[src/rtl/i2c_master_register_block_core_defines.svh]
// Assertion macros shared by the I2C controller register block RTL.
`ifndef I2C_MASTER_REGISTER_BLOCK_CORE_DEFINES_SVH
`define I2C_MASTER_REGISTER_BLOCK_CORE_DEFINES_SVH

`ifndef SYNTHESIS
// Clocked check, masked while reset is asserted.
`define I2CM_ASSERT(lbl, clk, rstn, prop) \
    lbl: assert property (@(posedge clk) disable iff (!rstn) prop) \
        else $error("i2cm: assertion failed");
// Clocked check that also holds during reset.
`define I2CM_ASSERT_ALWAYS(lbl, clk, prop) \
    lbl: assert property (@(posedge clk) prop) \
        else $error("i2cm: reset assertion failed");
`else
`define I2CM_ASSERT(lbl, clk, rstn, prop)
`define I2CM_ASSERT_ALWAYS(lbl, clk, prop)
`endif

`endif

[src/rtl/i2cm_pkg.sv]
// Shared types and constants for the I2C controller register block.
package i2cm_pkg;

    // Receive FIFO default depth
    localparam int RX_DEPTH_DEF = 16;

    // Access kinds
    localparam logic FUNC_READ  = 1'b0;
    localparam logic FUNC_WRITE = 1'b1;

    // Register word offsets
    localparam logic [5:0] W_CON           = 6'd0;
    localparam logic [5:0] W_TAR           = 6'd1;
    localparam logic [5:0] W_SAR           = 6'd2;
    localparam logic [5:0] W_XFER_CMD      = 6'd4;
    localparam logic [5:0] W_SS_HCNT       = 6'd5;
    localparam logic [5:0] W_SS_LCNT       = 6'd6;
    localparam logic [5:0] W_FS_HCNT       = 6'd7;
    localparam logic [5:0] W_FS_LCNT       = 6'd8;
    localparam logic [5:0] W_INTR_STAT     = 6'd11;
    localparam logic [5:0] W_INTR_MASK     = 6'd12;
    localparam logic [5:0] W_RAW_STAT      = 6'd13;
    localparam logic [5:0] W_RX_TL         = 6'd14;
    localparam logic [5:0] W_TX_TL         = 6'd15;
    localparam logic [5:0] W_CLR_INTR      = 6'd16;
    localparam logic [5:0] W_CLR_RX_UNDER  = 6'd17;
    localparam logic [5:0] W_CLR_RX_OVER   = 6'd18;
    localparam logic [5:0] W_CLR_TX_OVER   = 6'd19;
    localparam logic [5:0] W_CLR_TX_ABRT   = 6'd21;
    localparam logic [5:0] W_CLR_STOP_DET  = 6'd24;
    localparam logic [5:0] W_CLR_START_DET = 6'd25;
    localparam logic [5:0] W_ENABLE        = 6'd27;
    localparam logic [5:0] W_STATUS        = 6'd28;
    localparam logic [5:0] W_TXFLR         = 6'd29;
    localparam logic [5:0] W_RXFLR         = 6'd30;
    localparam logic [5:0] W_HOLD_TIME     = 6'd31;
    localparam logic [5:0] W_ABRT_SRC      = 6'd32;
    localparam logic [5:0] W_DMA_CR        = 6'd34;
    localparam logic [5:0] W_DMA_TDLR      = 6'd35;
    localparam logic [5:0] W_DMA_RDLR      = 6'd36;
    localparam logic [5:0] W_SPKLEN        = 6'd40;
    localparam logic [5:0] W_CLR_RESTART   = 6'd42;
    localparam logic [5:0] W_PARAM1        = 6'd61;
    localparam logic [5:0] W_VERSION       = 6'd62;
    localparam logic [5:0] W_TYPE          = 6'd63;

    // Interrupt status bits
    localparam logic [11:0] INT_RX_UNDER  = 12'h001;
    localparam logic [11:0] INT_RX_OVER   = 12'h002;
    localparam logic [11:0] INT_RX_FULL   = 12'h004;
    localparam logic [11:0] INT_TX_OVER   = 12'h008;
    localparam logic [11:0] INT_TX_IDLE   = 12'h010;
    localparam logic [11:0] INT_TX_ABRT   = 12'h040;
    localparam logic [11:0] INT_STOP_DET  = 12'h200;
    localparam logic [11:0] INT_START_DET = 12'h400;

    // Transfer command bit positions
    localparam int CMD_READ_BIT    = 8;
    localparam int CMD_STOP_BIT    = 9;
    localparam int CMD_RESTART_BIT = 10;

    // Identification words
    localparam logic [31:0] ID_PARAM1  = 32'h00FF_FF6E;
    localparam logic [31:0] ID_VERSION = 32'h3230_312A;
    localparam logic [31:0] ID_TYPE    = 32'h4457_0140;

    // Reset values
    localparam logic [6:0]  RST_CON     = 7'h7F;
    localparam logic [9:0]  RST_TAR     = 10'h055;
    localparam logic [9:0]  RST_SAR     = 10'h055;
    localparam logic [15:0] RST_SS_HCNT = 16'h0028;
    localparam logic [15:0] RST_SS_LCNT = 16'h002F;
    localparam logic [15:0] RST_FS_HCNT = 16'h0006;
    localparam logic [15:0] RST_FS_LCNT = 16'h000D;
    localparam logic [15:0] RST_HOLD_TIME = 16'h0001;
    localparam logic [7:0]  RST_SPKLEN  = 8'h07;

    // Byte pushed when no device answers a read
    localparam logic [7:0] NO_DEVICE_BYTE = 8'hFF;

    // One register access beat
    typedef struct packed {
        logic        func;
        logic [5:0]  reg_word;
        logic [31:0] write_data;
        logic        device_present;
        logic [7:0]  device_byte;
    } req_t;

    // One result beat
    typedef struct packed {
        logic [31:0] read_data;
        logic        irq_pulse;
        logic [6:0]  target_addr;
        logic        bus_restart;
        logic        bus_write;
        logic [7:0]  bus_write_byte;
        logic        bus_read;
        logic        bus_stop;
    } result_t;

endpackage

[src/rtl/i2cm_ram.sv]
// Generic single write port RAM with registered read.
module i2cm_ram #(
    parameter int WIDTH = 8,
    parameter int DEPTH = 16
) (
    input  logic                     aclk,
    input  logic                     wr_en,
    input  logic [$clog2(DEPTH)-1:0] wr_addr,
    input  logic [WIDTH-1:0]         wr_data,
    input  logic                     rd_en,
    input  logic [$clog2(DEPTH)-1:0] rd_addr,
    output logic [WIDTH-1:0]         rd_data
);

    logic [WIDTH-1:0] mem [DEPTH];
    logic [WIDTH-1:0] rd_data_reg;

    always_ff @(posedge aclk) begin
        if (wr_en) begin
            mem[wr_addr] <= wr_data;
        end
        if (rd_en) begin
            rd_data_reg <= mem[rd_addr];
        end
    end

    assign rd_data = rd_data_reg;

endmodule

[src/rtl/i2cm_regs.sv]
// Register file, interrupt status and receive FIFO pointers.
`include "i2c_master_register_block_core_defines.svh"

module i2cm_regs #(
    parameter int RX_DEPTH = i2cm_pkg::RX_DEPTH_DEF
) (
    input  logic                        aclk,
    input  logic                        aresetn,
    input  logic                        accept,
    input  i2cm_pkg::req_t              req,
    output i2cm_pkg::result_t           res,
    output logic                        use_ram,
    output logic                        ram_wr_en,
    output logic [$clog2(RX_DEPTH)-1:0] ram_wr_addr,
    output logic [7:0]                  ram_wr_data,
    output logic                        ram_rd_en,
    output logic [$clog2(RX_DEPTH)-1:0] ram_rd_addr
);

    localparam int PTR_W = $clog2(RX_DEPTH);
    localparam int LVL_W = $clog2(RX_DEPTH + 1);
    localparam int CMP_W = (LVL_W > 8) ? LVL_W : 8;
    localparam logic [PTR_W-1:0] PTR_LAST = PTR_W'(RX_DEPTH - 1);
    localparam logic [LVL_W-1:0] LVL_FULL = LVL_W'(RX_DEPTH);

    logic [6:0]       con_reg, con_next;
    logic [9:0]       tar_reg, tar_next;
    logic [9:0]       sar_reg, sar_next;
    logic [15:0]      ss_hcnt_reg, ss_hcnt_next;
    logic [15:0]      ss_lcnt_reg, ss_lcnt_next;
    logic [15:0]      fs_hcnt_reg, fs_hcnt_next;
    logic [15:0]      fs_lcnt_reg, fs_lcnt_next;
    logic [11:0]      mask_reg, mask_next;
    logic [11:0]      raw_reg, raw_next;
    logic [7:0]       rx_tl_reg, rx_tl_next;
    logic [7:0]       tx_tl_reg, tx_tl_next;
    logic [1:0]       enable_reg, enable_next;
    logic [15:0]      hold_time_reg, hold_time_next;
    logic [1:0]       dma_cr_reg, dma_cr_next;
    logic [4:0]       dma_tdlr_reg, dma_tdlr_next;
    logic [4:0]       dma_rdlr_reg, dma_rdlr_next;
    logic [7:0]       spklen_reg, spklen_next;
    logic [PTR_W-1:0] wr_ptr_reg, wr_ptr_next;
    logic [PTR_W-1:0] rd_ptr_reg, rd_ptr_next;
    logic [LVL_W-1:0] level_reg, level_next;

    logic             is_write;
    logic             do_update;
    logic             fifo_empty;
    logic             fifo_full;
    logic [11:0]      raw_mod;
    logic [11:0]      raw_upd;
    logic [31:0]      status_word;

    assign is_write   = (req.func == i2cm_pkg::FUNC_WRITE);
    assign fifo_empty = (level_reg == '0);
    assign fifo_full  = (level_reg == LVL_FULL);
    assign ram_rd_addr = rd_ptr_reg;
    assign ram_wr_addr = wr_ptr_reg;

    // STATUS word: TFNF/TFE always set, activity clear, RX not empty, RX full
    always_comb begin
        status_word = 32'h0000_0006;
        status_word[3] = !fifo_empty;
        status_word[4] = fifo_full;
    end

    // Access decode and state update
    always_comb begin
        con_next      = con_reg;
        tar_next      = tar_reg;
        sar_next      = sar_reg;
        ss_hcnt_next  = ss_hcnt_reg;
        ss_lcnt_next  = ss_lcnt_reg;
        fs_hcnt_next  = fs_hcnt_reg;
        fs_lcnt_next  = fs_lcnt_reg;
        mask_next     = mask_reg;
        rx_tl_next    = rx_tl_reg;
        tx_tl_next    = tx_tl_reg;
        enable_next   = enable_reg;
        hold_time_next = hold_time_reg;
        dma_cr_next   = dma_cr_reg;
        dma_tdlr_next = dma_tdlr_reg;
        dma_rdlr_next = dma_rdlr_reg;
        spklen_next   = spklen_reg;
        wr_ptr_next   = wr_ptr_reg;
        rd_ptr_next   = rd_ptr_reg;
        level_next    = level_reg;
        raw_mod       = raw_reg;
        ram_wr_en     = 1'b0;
        ram_wr_data   = req.device_present ? req.device_byte : i2cm_pkg::NO_DEVICE_BYTE;
        ram_rd_en     = 1'b0;
        use_ram       = 1'b0;
        do_update     = 1'b0;
        res           = '0;

        if (is_write) begin
            do_update = 1'b1;
            case (req.reg_word)
                i2cm_pkg::W_CON:       con_next = req.write_data[6:0];
                i2cm_pkg::W_TAR:       tar_next = req.write_data[9:0];
                i2cm_pkg::W_SAR:       sar_next = req.write_data[9:0];
                i2cm_pkg::W_XFER_CMD: begin
                    res.target_addr = tar_reg[6:0];
                    res.bus_restart = req.write_data[i2cm_pkg::CMD_RESTART_BIT]
                                      && req.device_present;
                    if (req.write_data[i2cm_pkg::CMD_READ_BIT]) begin
                        res.bus_read = req.device_present;
                        // push into the receive FIFO, drop on overflow
                        if (fifo_full) begin
                            raw_mod = raw_mod | i2cm_pkg::INT_RX_OVER;
                        end else begin
                            ram_wr_en   = 1'b1;
                            wr_ptr_next = (wr_ptr_reg == PTR_LAST) ? '0
                                                                   : wr_ptr_reg + 1'b1;
                            level_next  = level_reg + 1'b1;
                        end
                    end else if (req.device_present) begin
                        res.bus_write      = 1'b1;
                        res.bus_write_byte = req.write_data[7:0];
                    end
                    if (req.write_data[i2cm_pkg::CMD_STOP_BIT]) begin
                        raw_mod      = raw_mod | i2cm_pkg::INT_STOP_DET;
                        res.bus_stop = req.device_present;
                    end
                end
                i2cm_pkg::W_SS_HCNT:     ss_hcnt_next  = req.write_data[15:0];
                i2cm_pkg::W_SS_LCNT:     ss_lcnt_next  = req.write_data[15:0];
                i2cm_pkg::W_FS_HCNT:     fs_hcnt_next  = req.write_data[15:0];
                i2cm_pkg::W_FS_LCNT:     fs_lcnt_next  = req.write_data[15:0];
                i2cm_pkg::W_INTR_MASK:   mask_next     = req.write_data[11:0];
                i2cm_pkg::W_RX_TL:       rx_tl_next    = req.write_data[7:0];
                i2cm_pkg::W_TX_TL:       tx_tl_next    = req.write_data[7:0];
                i2cm_pkg::W_CLR_INTR:    raw_mod       = '0;
                i2cm_pkg::W_CLR_TX_ABRT: raw_mod       = raw_mod & ~i2cm_pkg::INT_TX_ABRT;
                i2cm_pkg::W_ENABLE:      enable_next   = req.write_data[1:0];
                i2cm_pkg::W_HOLD_TIME:   hold_time_next = req.write_data[15:0];
                i2cm_pkg::W_DMA_CR:      dma_cr_next   = req.write_data[1:0];
                i2cm_pkg::W_DMA_TDLR:    dma_tdlr_next = req.write_data[4:0];
                i2cm_pkg::W_DMA_RDLR:    dma_rdlr_next = req.write_data[4:0];
                i2cm_pkg::W_SPKLEN:      spklen_next   = req.write_data[7:0];
                default: ;
            endcase
        end else begin
            case (req.reg_word)
                i2cm_pkg::W_CON:       res.read_data = 32'(con_reg);
                i2cm_pkg::W_TAR:       res.read_data = 32'(tar_reg);
                i2cm_pkg::W_SAR:       res.read_data = 32'(sar_reg);
                i2cm_pkg::W_XFER_CMD: begin
                    do_update = 1'b1;
                    // pop: data arrives from the registered RAM read in the next cycle
                    if (fifo_empty) begin
                        raw_mod = raw_mod | i2cm_pkg::INT_RX_UNDER;
                    end else begin
                        ram_rd_en   = 1'b1;
                        use_ram     = 1'b1;
                        rd_ptr_next = (rd_ptr_reg == PTR_LAST) ? '0 : rd_ptr_reg + 1'b1;
                        level_next  = level_reg - 1'b1;
                    end
                end
                i2cm_pkg::W_SS_HCNT:   res.read_data = 32'(ss_hcnt_reg);
                i2cm_pkg::W_SS_LCNT:   res.read_data = 32'(ss_lcnt_reg);
                i2cm_pkg::W_FS_HCNT:   res.read_data = 32'(fs_hcnt_reg);
                i2cm_pkg::W_FS_LCNT:   res.read_data = 32'(fs_lcnt_reg);
                i2cm_pkg::W_INTR_STAT: res.read_data = 32'(raw_reg & mask_reg);
                i2cm_pkg::W_INTR_MASK: res.read_data = 32'(mask_reg);
                i2cm_pkg::W_RAW_STAT:  res.read_data = 32'(raw_reg);
                i2cm_pkg::W_RX_TL:     res.read_data = 32'(rx_tl_reg);
                i2cm_pkg::W_TX_TL:     res.read_data = 32'(tx_tl_reg);
                i2cm_pkg::W_CLR_INTR: begin
                    res.read_data = 32'(raw_reg);
                    raw_mod       = '0;
                end
                i2cm_pkg::W_CLR_RX_UNDER:  raw_mod = raw_mod & ~i2cm_pkg::INT_RX_UNDER;
                i2cm_pkg::W_CLR_RX_OVER:   raw_mod = raw_mod & ~i2cm_pkg::INT_RX_OVER;
                i2cm_pkg::W_CLR_TX_OVER:   raw_mod = raw_mod & ~i2cm_pkg::INT_TX_OVER;
                i2cm_pkg::W_CLR_TX_ABRT:   raw_mod = raw_mod & ~i2cm_pkg::INT_TX_ABRT;
                i2cm_pkg::W_CLR_STOP_DET:  raw_mod = raw_mod & ~i2cm_pkg::INT_STOP_DET;
                i2cm_pkg::W_CLR_START_DET: raw_mod = raw_mod & ~i2cm_pkg::INT_START_DET;
                i2cm_pkg::W_ENABLE:    res.read_data = 32'(enable_reg);
                i2cm_pkg::W_STATUS:    res.read_data = status_word;
                i2cm_pkg::W_RXFLR:     res.read_data = 32'(level_reg);
                i2cm_pkg::W_HOLD_TIME: res.read_data = 32'(hold_time_reg);
                i2cm_pkg::W_DMA_CR:    res.read_data = 32'(dma_cr_reg);
                i2cm_pkg::W_DMA_TDLR:  res.read_data = 32'(dma_tdlr_reg);
                i2cm_pkg::W_DMA_RDLR:  res.read_data = 32'(dma_rdlr_reg);
                i2cm_pkg::W_SPKLEN:    res.read_data = 32'(spklen_reg);
                i2cm_pkg::W_PARAM1:    res.read_data = i2cm_pkg::ID_PARAM1;
                i2cm_pkg::W_VERSION:   res.read_data = i2cm_pkg::ID_VERSION;
                i2cm_pkg::W_TYPE:      res.read_data = i2cm_pkg::ID_TYPE;
                default:               res.read_data = '0;
            endcase
        end

        // Status update on writes and XFER_CMD reads: TX idle set, RX_FULL tracks level above threshold
        raw_upd = raw_mod | i2cm_pkg::INT_TX_IDLE;
        if (CMP_W'(level_next) > CMP_W'(rx_tl_next)) begin
            raw_upd = raw_upd | i2cm_pkg::INT_RX_FULL;
        end else begin
            raw_upd = raw_upd & ~i2cm_pkg::INT_RX_FULL;
        end
        raw_next = do_update ? raw_upd : raw_mod;
        res.irq_pulse = do_update && ((raw_upd & mask_next) != '0);
    end

    // State registers
    always_ff @(posedge aclk) begin
        if (!aresetn) begin
            con_reg      <= i2cm_pkg::RST_CON;
            tar_reg      <= i2cm_pkg::RST_TAR;
            sar_reg      <= i2cm_pkg::RST_SAR;
            ss_hcnt_reg  <= i2cm_pkg::RST_SS_HCNT;
            ss_lcnt_reg  <= i2cm_pkg::RST_SS_LCNT;
            fs_hcnt_reg  <= i2cm_pkg::RST_FS_HCNT;
            fs_lcnt_reg  <= i2cm_pkg::RST_FS_LCNT;
            mask_reg     <= '0;
            raw_reg      <= '0;
            rx_tl_reg    <= '0;
            tx_tl_reg    <= '0;
            enable_reg   <= '0;
            hold_time_reg <= i2cm_pkg::RST_HOLD_TIME;
            dma_cr_reg   <= '0;
            dma_tdlr_reg <= '0;
            dma_rdlr_reg <= '0;
            spklen_reg   <= i2cm_pkg::RST_SPKLEN;
            wr_ptr_reg   <= '0;
            rd_ptr_reg   <= '0;
            level_reg    <= '0;
        end else if (accept) begin
            con_reg      <= con_next;
            tar_reg      <= tar_next;
            sar_reg      <= sar_next;
            ss_hcnt_reg  <= ss_hcnt_next;
            ss_lcnt_reg  <= ss_lcnt_next;
            fs_hcnt_reg  <= fs_hcnt_next;
            fs_lcnt_reg  <= fs_lcnt_next;
            mask_reg     <= mask_next;
            raw_reg      <= raw_next;
            rx_tl_reg    <= rx_tl_next;
            tx_tl_reg    <= tx_tl_next;
            enable_reg   <= enable_next;
            hold_time_reg <= hold_time_next;
            dma_cr_reg   <= dma_cr_next;
            dma_tdlr_reg <= dma_tdlr_next;
            dma_rdlr_reg <= dma_rdlr_next;
            spklen_reg   <= spklen_next;
            wr_ptr_reg   <= wr_ptr_next;
            rd_ptr_reg   <= rd_ptr_next;
            level_reg    <= level_next;
        end
    end

    // FIFO bookkeeping checks
    `I2CM_ASSERT(a_level_bound, aclk, aresetn, level_reg <= LVL_FULL)
    `I2CM_ASSERT(a_empty_ptrs, aclk, aresetn, (level_reg == '0) |-> (wr_ptr_reg == rd_ptr_reg))
    `I2CM_ASSERT(a_full_ptrs, aclk, aresetn, (level_reg == LVL_FULL) |-> (wr_ptr_reg == rd_ptr_reg))
    `I2CM_ASSERT(a_no_push_full, aclk, aresetn, (accept && ram_wr_en) |-> !fifo_full)

endmodule

[src/rtl/i2c_master_register_block_core.sv]
// Top level of the I2C controller register block with receive FIFO.
//
// Usage:
//   Slave channel (s_*): one register access per beat. s_tuser carries the
//   access kind (0 read, 1 write); s_tdata carries offset, write value,
//   device-present flag and the device's read byte.
//   Master channel (m_*): exactly one result beat per access, in order:
//   read value, interrupt pulse, target address and the bus strobes.
//   A result passes through the middle stage and then the output register
//   before m_tvalid. Throughput: one access per cycle while m_tready does
//   not stall the output, set by the register update and the registered
//   read of the receive FIFO RAM. A pop reads the RAM at the acceptance edge;
//   the byte is merged into the output register when the middle stage moves.
//   Reset (aresetn low, synchronous): all settings return to their defaults,
//   status and FIFO level clear, the pipeline empties. FIFO RAM contents are
//   not cleared; only written entries are ever read.
//   Stall: with m_tready low the output register holds its beat, one more
//   access is taken into the middle stage, then s_tready drops.
`include "i2c_master_register_block_core_defines.svh"

module i2c_master_register_block_core #(
    parameter int RX_DEPTH = i2cm_pkg::RX_DEPTH_DEF
) (
    input  logic        aclk,
    input  logic        aresetn,
    // access channel
    input  logic        s_tvalid,
    output logic        s_tready,
    input  logic        s_tuser,   // func
    input  logic [47:0] s_tdata,   // reg_word[5:0], write_data[37:6],
                                   // device_present[38], device_byte[46:39], zero[47]
    // result channel
    output logic        m_tvalid,
    input  logic        m_tready,
    output logic [55:0] m_tdata    // read_data[31:0], irq_pulse[32], target_addr[39:33],
                                   // bus_restart[40], bus_write[41],
                                   // bus_write_byte[49:42], bus_read[50], bus_stop[51],
                                   // zero[55:52]
);

    localparam int PTR_W = $clog2(RX_DEPTH);

    i2cm_pkg::req_t    req;
    i2cm_pkg::result_t res;
    logic              use_ram;
    logic              accept;
    logic              s1_move;

    logic              ram_wr_en;
    logic [PTR_W-1:0]  ram_wr_addr;
    logic [7:0]        ram_wr_data;
    logic              ram_rd_en;
    logic [PTR_W-1:0]  ram_rd_addr;
    logic [7:0]        ram_rd_data;

    logic              s1_valid_reg, s1_valid_next;
    i2cm_pkg::result_t s1_res_reg;
    logic              s1_use_ram_reg;
    logic              out_valid_reg, out_valid_next;
    i2cm_pkg::result_t out_res_reg, out_res_next;

    // Beat unpacking
    assign req.func           = s_tuser;
    assign req.reg_word       = s_tdata[5:0];
    assign req.write_data     = s_tdata[37:6];
    assign req.device_present = s_tdata[38];
    assign req.device_byte    = s_tdata[46:39];

    // Handshake: middle stage drains into the output register
    assign s1_move  = s1_valid_reg && (!out_valid_reg || m_tready);
    assign s_tready = !s1_valid_reg || s1_move;
    assign accept   = s_tvalid && s_tready;

    i2cm_regs #(
        .RX_DEPTH(RX_DEPTH)
    ) u_regs (
        .aclk       (aclk),
        .aresetn    (aresetn),
        .accept     (accept),
        .req        (req),
        .res        (res),
        .use_ram    (use_ram),
        .ram_wr_en  (ram_wr_en),
        .ram_wr_addr(ram_wr_addr),
        .ram_wr_data(ram_wr_data),
        .ram_rd_en  (ram_rd_en),
        .ram_rd_addr(ram_rd_addr)
    );

    i2cm_ram #(
        .WIDTH(8),
        .DEPTH(RX_DEPTH)
    ) u_rx_ram (
        .aclk   (aclk),
        .wr_en  (ram_wr_en && accept),
        .wr_addr(ram_wr_addr),
        .wr_data(ram_wr_data),
        .rd_en  (ram_rd_en && accept),
        .rd_addr(ram_rd_addr),
        .rd_data(ram_rd_data)
    );

    // Next-state for the two pipeline stages
    always_comb begin
        s1_valid_next = s1_valid_reg;
        if (accept) begin
            s1_valid_next = 1'b1;
        end else if (s1_move) begin
            s1_valid_next = 1'b0;
        end

        out_valid_next = out_valid_reg;
        if (s1_move) begin
            out_valid_next = 1'b1;
        end else if (m_tready) begin
            out_valid_next = 1'b0;
        end

        // merge the popped byte from the RAM
        out_res_next = s1_res_reg;
        if (s1_use_ram_reg) begin
            out_res_next.read_data = 32'(ram_rd_data);
        end
    end

    // Pipeline control
    always_ff @(posedge aclk) begin
        if (!aresetn) begin
            s1_valid_reg  <= 1'b0;
            out_valid_reg <= 1'b0;
        end else begin
            s1_valid_reg  <= s1_valid_next;
            out_valid_reg <= out_valid_next;
        end
    end

    // Pipeline payload
    always_ff @(posedge aclk) begin
        if (accept) begin
            s1_res_reg     <= res;
            s1_use_ram_reg <= use_ram;
        end
        if (s1_move) begin
            out_res_reg <= out_res_next;
        end
    end

    // Result beat packing
    assign m_tvalid = out_valid_reg;
    assign m_tdata  = {4'b0000,
                       out_res_reg.bus_stop,
                       out_res_reg.bus_read,
                       out_res_reg.bus_write_byte,
                       out_res_reg.bus_write,
                       out_res_reg.bus_restart,
                       out_res_reg.target_addr,
                       out_res_reg.irq_pulse,
                       out_res_reg.read_data};

    // Pipeline checks
    `I2CM_ASSERT_ALWAYS(a_reset_empty, aclk, !aresetn |=> (!out_valid_reg && !s1_valid_reg))
    `I2CM_ASSERT(a_full_backpress, aclk, aresetn, (s1_valid_reg && out_valid_reg && !m_tready) |-> !s_tready)
    `I2CM_ASSERT(a_move_fills_out, aclk, aresetn, s1_move |=> out_valid_reg)

endmodule

[config.mk]
export PLATFORM = sky130hd
export DESIGN_NAME = i2c_master_register_block_core
export DESIGN_NICKNAME = d
export VERILOG_FILES = /design/src/rtl/i2cm_pkg.sv /design/src/rtl/i2cm_ram.sv /design/src/rtl/i2cm_regs.sv /design/src/rtl/i2c_master_register_block_core.sv
export VERILOG_INCLUDE_DIRS = /design/src /design/src/rtl
export SDC_FILE = /design/constraint.sdc
export NUM_CORES = 1
export LEC_CHECK = 0
export BUFFER_PORTS_ARGS = -buffer_cell sky130_fd_sc_hd__buf_4
export CAP_MARGIN = 25
export CORE_MARGIN = 8
export CORE_UTILIZATION = 65
export CTS_BUF_LIST = sky130_fd_sc_hd__clkbuf_2
export CTS_CLUSTER_DIAMETER = 60
export DETAILED_ROUTE_END_ITERATION = 10
export PLACE_DENSITY = 0.91
export SYNTH_ARGS = -nofsm -noshare
export SYNTH_HDL_FRONTEND = slang
export SYNTH_HIERARCHICAL = 1
export SYNTH_SLANG_ARGS = --single-unit
[constraint.sdc]
create_clock -name aclk -period 17.7 [get_ports aclk]
set_clock_uncertainty 0.05 [all_clocks]
set_input_delay 3.54 -clock aclk [delete_from_list [all_inputs] [get_ports aclk]]
set_output_delay 3.54 -clock aclk [all_outputs]
set_load 0.01 [all_outputs]
# --- After elaboration in Yosys (flattened, before gate mapping) ---
# Memories as Yosys holds them, arrays and structs flattened. A register that Yosys moved wholly into a read port is not among the register bits.
# Index checks and enable logic that the tools add are counted.
word_totals:
  regBits: 289
  ramBits: 128
  inputBits: 53
  output_inout_bits: 58
  n_memories: 1
op_classes:
  n_addsub: 4
  order_cmp: 1
  eq_ne: 40
  mux: 40
  bitwise_logic: 7
  reduce_logical: 41
mem_list:
  columns: ["memory", "words", "word_bits", "rd", "rd_ports_with_merged_regs", "write_ports", "line", "rtl"]
  rows:
  - ["u_rx_ram.mem", 16, 8, 1, 1, 1, "i2cm_ram.sv:15", "logic [WIDTH-1:0] mem [DEPTH];"]
op_table:
  columns: ["operator", "count"]
  rows:
  - ["31-bit case mux with 23 select lines", 1]
  - ["12-bit case mux with 8 select lines", 1]
  - ["6-bit by 5-bit equality test with 1-bit output, second input constant", 11]
  - ["3-bit AND reduction", 16]
  - ["6-bit equality test, second input constant", 7]
  - ["6-bit by 4-bit equality test with 1-bit output, second input constant", 6]
  - ["12-bit two-way mux", 3]
  - ["12-bit case mux with 3 select lines", 1]
  - ["5-bit two-way mux", 7]
  - ["8-bit two-way mux", 4]
  - ["12-bit AND", 2]
  - ["6-bit by 3-bit equality test with 1-bit output, second input constant", 4]
  - ["3-bit by 2-bit != test with 1-bit output, second input constant", 6]
  - ["1-bit two-way mux", 16]
  - ["12-bit nonzero test", 1]
  - ["10-bit two-way mux", 1]
  - ["10-bit AND reduction", 1]
  - ["9-bit two-way mux", 1]
  - ["4-bit by 1-bit adder with 4-bit output, second input constant", 2]
  - ["4-bit equality test, second input constant", 2]
  - ["5-bit by 8-bit > comparator with 1-bit output", 1]
  - ["4-bit two-way mux", 2]
  - ["6-bit by 1-bit equality test with 1-bit output, second input constant", 1]
  - ["6-bit by 2-bit equality test with 1-bit output, second input constant", 1]
  - ["20 further kinds", 35]

# --- Depth between registers and ports, before layout ---
depth:
  depth_word: 10
  depth_mapped: 14
  mapped_depth_nobuf: 14

# --- By module ---
# Netlist, hierarchy kept.
by_module_without_submodules:
  columns: ["module", "n_inst", "cells_each", "area_each_um2", "seq_area_each_um2"]
  rows:
  - ["i2cm_regs", 1, 1207, 9445.3, 3643.5]
  - ["i2cm_ram", 1, 229, 5227.5, 4083.9]
  - ["i2c_master_register_block_core", 1, 156, 3567.2, 3193.1]

# --- Worst setup path before layout ---
# Ideal clock, no wire load.
synth_timing:
  kind: "input-to-reg"
  from: "input port m_tready"
  to: "register u_regs.tar_reg[0]"
  arrival_time_ns: 8.077
  required_ns: 17.513
  slack_ns: 9.436
  path_stages: 9
  n_path_buf: 2
  path_cell_list: "nor2b_1 -> a21oi_1 -> inv_2 -> nor2_1 -> clkbuf_1 -> buf_1 -> nand2_1 -> nand2_1 -> nand3_1"
synth_between:
  elab_chain_len: 5
synth_rtl:
  columns: ["element", "line", "rtl"]
  rows:
  - ["from (decl)", "i2c_master_register_block_core.sv:34", "input logic m_tready,"]
  - ["1-bit logical OR", "i2c_master_register_block_core.sv:70", "assign s1_move = s1_valid_reg && (!out_valid_reg || m_tready);"]
  - ["1-bit logical AND", "i2c_master_register_block_core.sv:70", null]
  - ["1-bit logical OR", "i2c_master_register_block_core.sv:71", "assign s_tready = !s1_valid_reg || s1_move;"]
  - ["1-bit logical AND", "i2c_master_register_block_core.sv:72", "assign accept = s_tvalid && s_tready;"]
  - ["via accept", "i2c_master_register_block_core.sv:46", "logic accept;"]
  - ["3-bit AND reduction (no source line)", null, null]
  - ["to (signal assigned)", "i2cm_regs.sv:210", "tar_reg <= i2cm_pkg::RST_TAR;"]
  - ["to (signal assigned)", "i2cm_regs.sv:231", "tar_reg <= tar_next;"]
  - ["to (decl)", "i2cm_regs.sv:27", "logic [9:0] tar_reg, tar_next;"]
# The timed path passes the listed nets, and every way through them passes these cells.
# A chain may end at the register's enable or synchronous reset.

# --- Worst setup path in the final report ---
layout_timing:
  from: "input port m_tready"
  to: "output port s_tready"
layout_between:
  elab_chain_len: 3
layout_rtl:
  columns: ["element", "line", "rtl"]
  rows:
  - ["1-bit logical OR", "i2c_master_register_block_core.sv:70", null]
  - ["1-bit logical AND", "i2c_master_register_block_core.sv:70", null]
  - ["1-bit logical OR", "i2c_master_register_block_core.sv:71", null]
  - ["to (decl)", "i2c_master_register_block_core.sv:28", "output logic s_tready,"]
# Every way passes these cells.

==> metrics <==
RR Startpoint u_regs/level_reg[0]$_SDFFE_PN0P_; EDFF count, synth 241; num rows 61; CTS max path bufs 3; Critical Path Most Common Cell buf_4; status complete, no violations; max_cap viols 0; Design Area, Final 20000 sq um; Hold Path Class flip-flop to flip-flop; clk sinks 425; DR vias 13800; Final Slew Violations 0; Hold Path End m_tdata[41]$_DFFE_PP_; DP Area 19000 sq um; I/O pin cnt 111; top layer in use met4; width of the die 184 microns; M1 wire length 18.0 mm; setup bufs post-CTS 0; DRT Pass-1 Iters 7; Worst-path clk slew 0.12 ns; CP Class input port to output pin; Finished Layout Cells 2144; nets@finish 1748; CP Buf/Inv Count 2; die area 33700 sq um; Area Growth Syn to Fin 9.54%; first-pass GRT wire length 71.9 mm; #FFs+latches synth 425; cells along the critical path buf_4 > nand3b_1 > buf_4; metal3 WL 6.14 mm; R2R cell count 11; Top FF cell, synth edfxtp_1; Final Wtd Congestion 0.951; latest clock arrival within the worst-skew pair 0.95 ns; peak supply drop 0.0000628 V; final WL 47.3 mm; Pleak 7.30 nW; r2r setup slk 13.72 ns; # fillers 1811; Tot GR Track Use 27.5%; CTS tree done; Largest register FFs 128; Fin Hold WS 0.355 ns; routed vias/inst 6.41; Crit path required time 14.11 ns; initial antenna violation count 1; Remaining DRCs 0; Fmax 131 MHz; RSZ-0062 raised after global routing false; CTS root buffer clkbuf_2; initial core utilization 65.8%; family with the most delay on the worst path buffers and inverters; vias in the first global route 13000; commonest non-fill, non-tap cell in the layout nand2_1; CP Data Arrival Time 4.05 ns; setup TNS 0 ns; commonest non-fill, non-tap cells in the layout 327 x nand2_1, 241 x edfxtp_1, 182 x dfxtp_1; final hold viol count 0; Synth Instances 1592; hold_buf cts 0; Worst setup EP type output pin; Async S/R FF share, synth 0%; share of cells above drive strength 1 19.0%; post-CTS sizing 0; crit start category input port; final setup fails 0; HP Start out_res_next[10]$_DFFE_PP_; Slowest-stage cell, CP nand3b_1; H-tree Lvls 3; Die H 184 microns; synthesis warning total 6; Worst slew margin 26.5%; PwrDens 88.1 nW/um^2; Slew @ Worst Pin 1.09 ns; hold path depth 0; Synth Cell Area 18200 sq um; Placeable Area 27700 sq um; total power 1.76 mW; Final HPWL DP 30.4 mm; Final min period 7.64 ns; GRT overflow 0; Syn Area/Cell 11.5 sq um; CTS Buf Count 98; placed insts 1960; CP max FO 4; port bufs 89; routed wl met2 21.4 mm; 1st-iter DRT viols 2095; WL per Instance 22.1 microns; fin crit share 43.2%; r2r endpoint out_res_next[19]$_DFFE_PP_; slowest stage delay, CP 0.21 ns; largest net degree at the start of global routing 141; sequential-to-total area share from yosys stat 59.9%; ANT nets after route 0; post-synthesis cell type count 76
[metal layers]
metal	vias up	track usage (%)
li1	6058	-
met1	6545	36.4
met2	1008	42.2
met3	139	6.58
met4	0	13.5
met5	-	0
[kinds of logic (layout without fill, tap and decap cells)]
kind of cell             Yosys count  in the layout  share of synthesized area (%)
buffers and inverters            143            311                           3.74
other                              2              8                         0.0412
XOR/XNOR                           5              5                          0.240
flip-flops                       425            425                           59.9
adder cells (fa/ha/maj)            9              9                          0.617
multiplexers                      71             71                           6.58
AO/OA/AOI/OAI                    313            313                           12.5
AND/OR/NAND/NOR                  624            624                           16.4
[through the flow]
step / util (%) / setup WS (ns)
global placement: 68.4 / 10.06
detailed placement: 68.7 / 10.05
floorplan: - / 9.44
CTS: 71.9 / 10.04
global route: 72.1 / 10.04
finish: 72.1 / 10.06
[power breakdown]
group / switching (mW) / internal (mW) / total [mW]
sequential: 0.00557 / 1.05 / 1.06
clock: 0.378 / 0.230 / 0.608
combinational: 0.0613 / 0.0306 / 0.0919
[area by class of cell]
type | count | area (sq um) | area share (%)
diodes | 1 | 2.50 | 0.0125
repair buffers | 120 | 955 | 4.78
multi-input cells | 1029 | 6690 | 33.5
clock buffers | 152 | 761 | 3.81
clock inverters | 27 | 126 | 0.633
well taps | 378 | 473 | 2.37
flip-flops and latches | 425 | 10900 | 54.7
inverters | 12 | 45.0 | 0.225
[synth_stat cells, drive strengths merged, types with 17 or more instances]
| cell | count | area (sq um) |
|---|---|---|
| nor3 | 20 | 116 |
| clkbuf | 81 | 304 |
| mux2i | 28 | 280 |
| a21boi | 117 | 878 |
| a21oi | 34 | 170 |
| and3 | 18 | 113 |
| edfxtp | 241 | 7240 |
| nand2b | 17 | 106 |
| nor2b | 50 | 313 |
| nand2 | 327 | 1230 |
| mux4 | 32 | 773 |
| a22oi | 75 | 568 |
| and2 | 28 | 175 |
| nand3 | 72 | 360 |
| nor2 | 39 | 154 |
| buf | 47 | 303 |
| dfxtp | 184 | 3680 |
[worst max-delay path by stage]
stage,from,end,cells past startpoint
2_1_floorplan,m_tready,u_regs/tar_reg[0]$_SDFFE_PN1P_,9
3_3_place_gp,m_tready,s_tready,3
3_5_place_dp,m_tready,s_tready,3
4_1_cts,m_tready,s_tready,3
5_1_grt,m_tready,s_tready,3
6_report,m_tready,s_tready,3
Note: power is estimated with default switching activity, not from simulation.
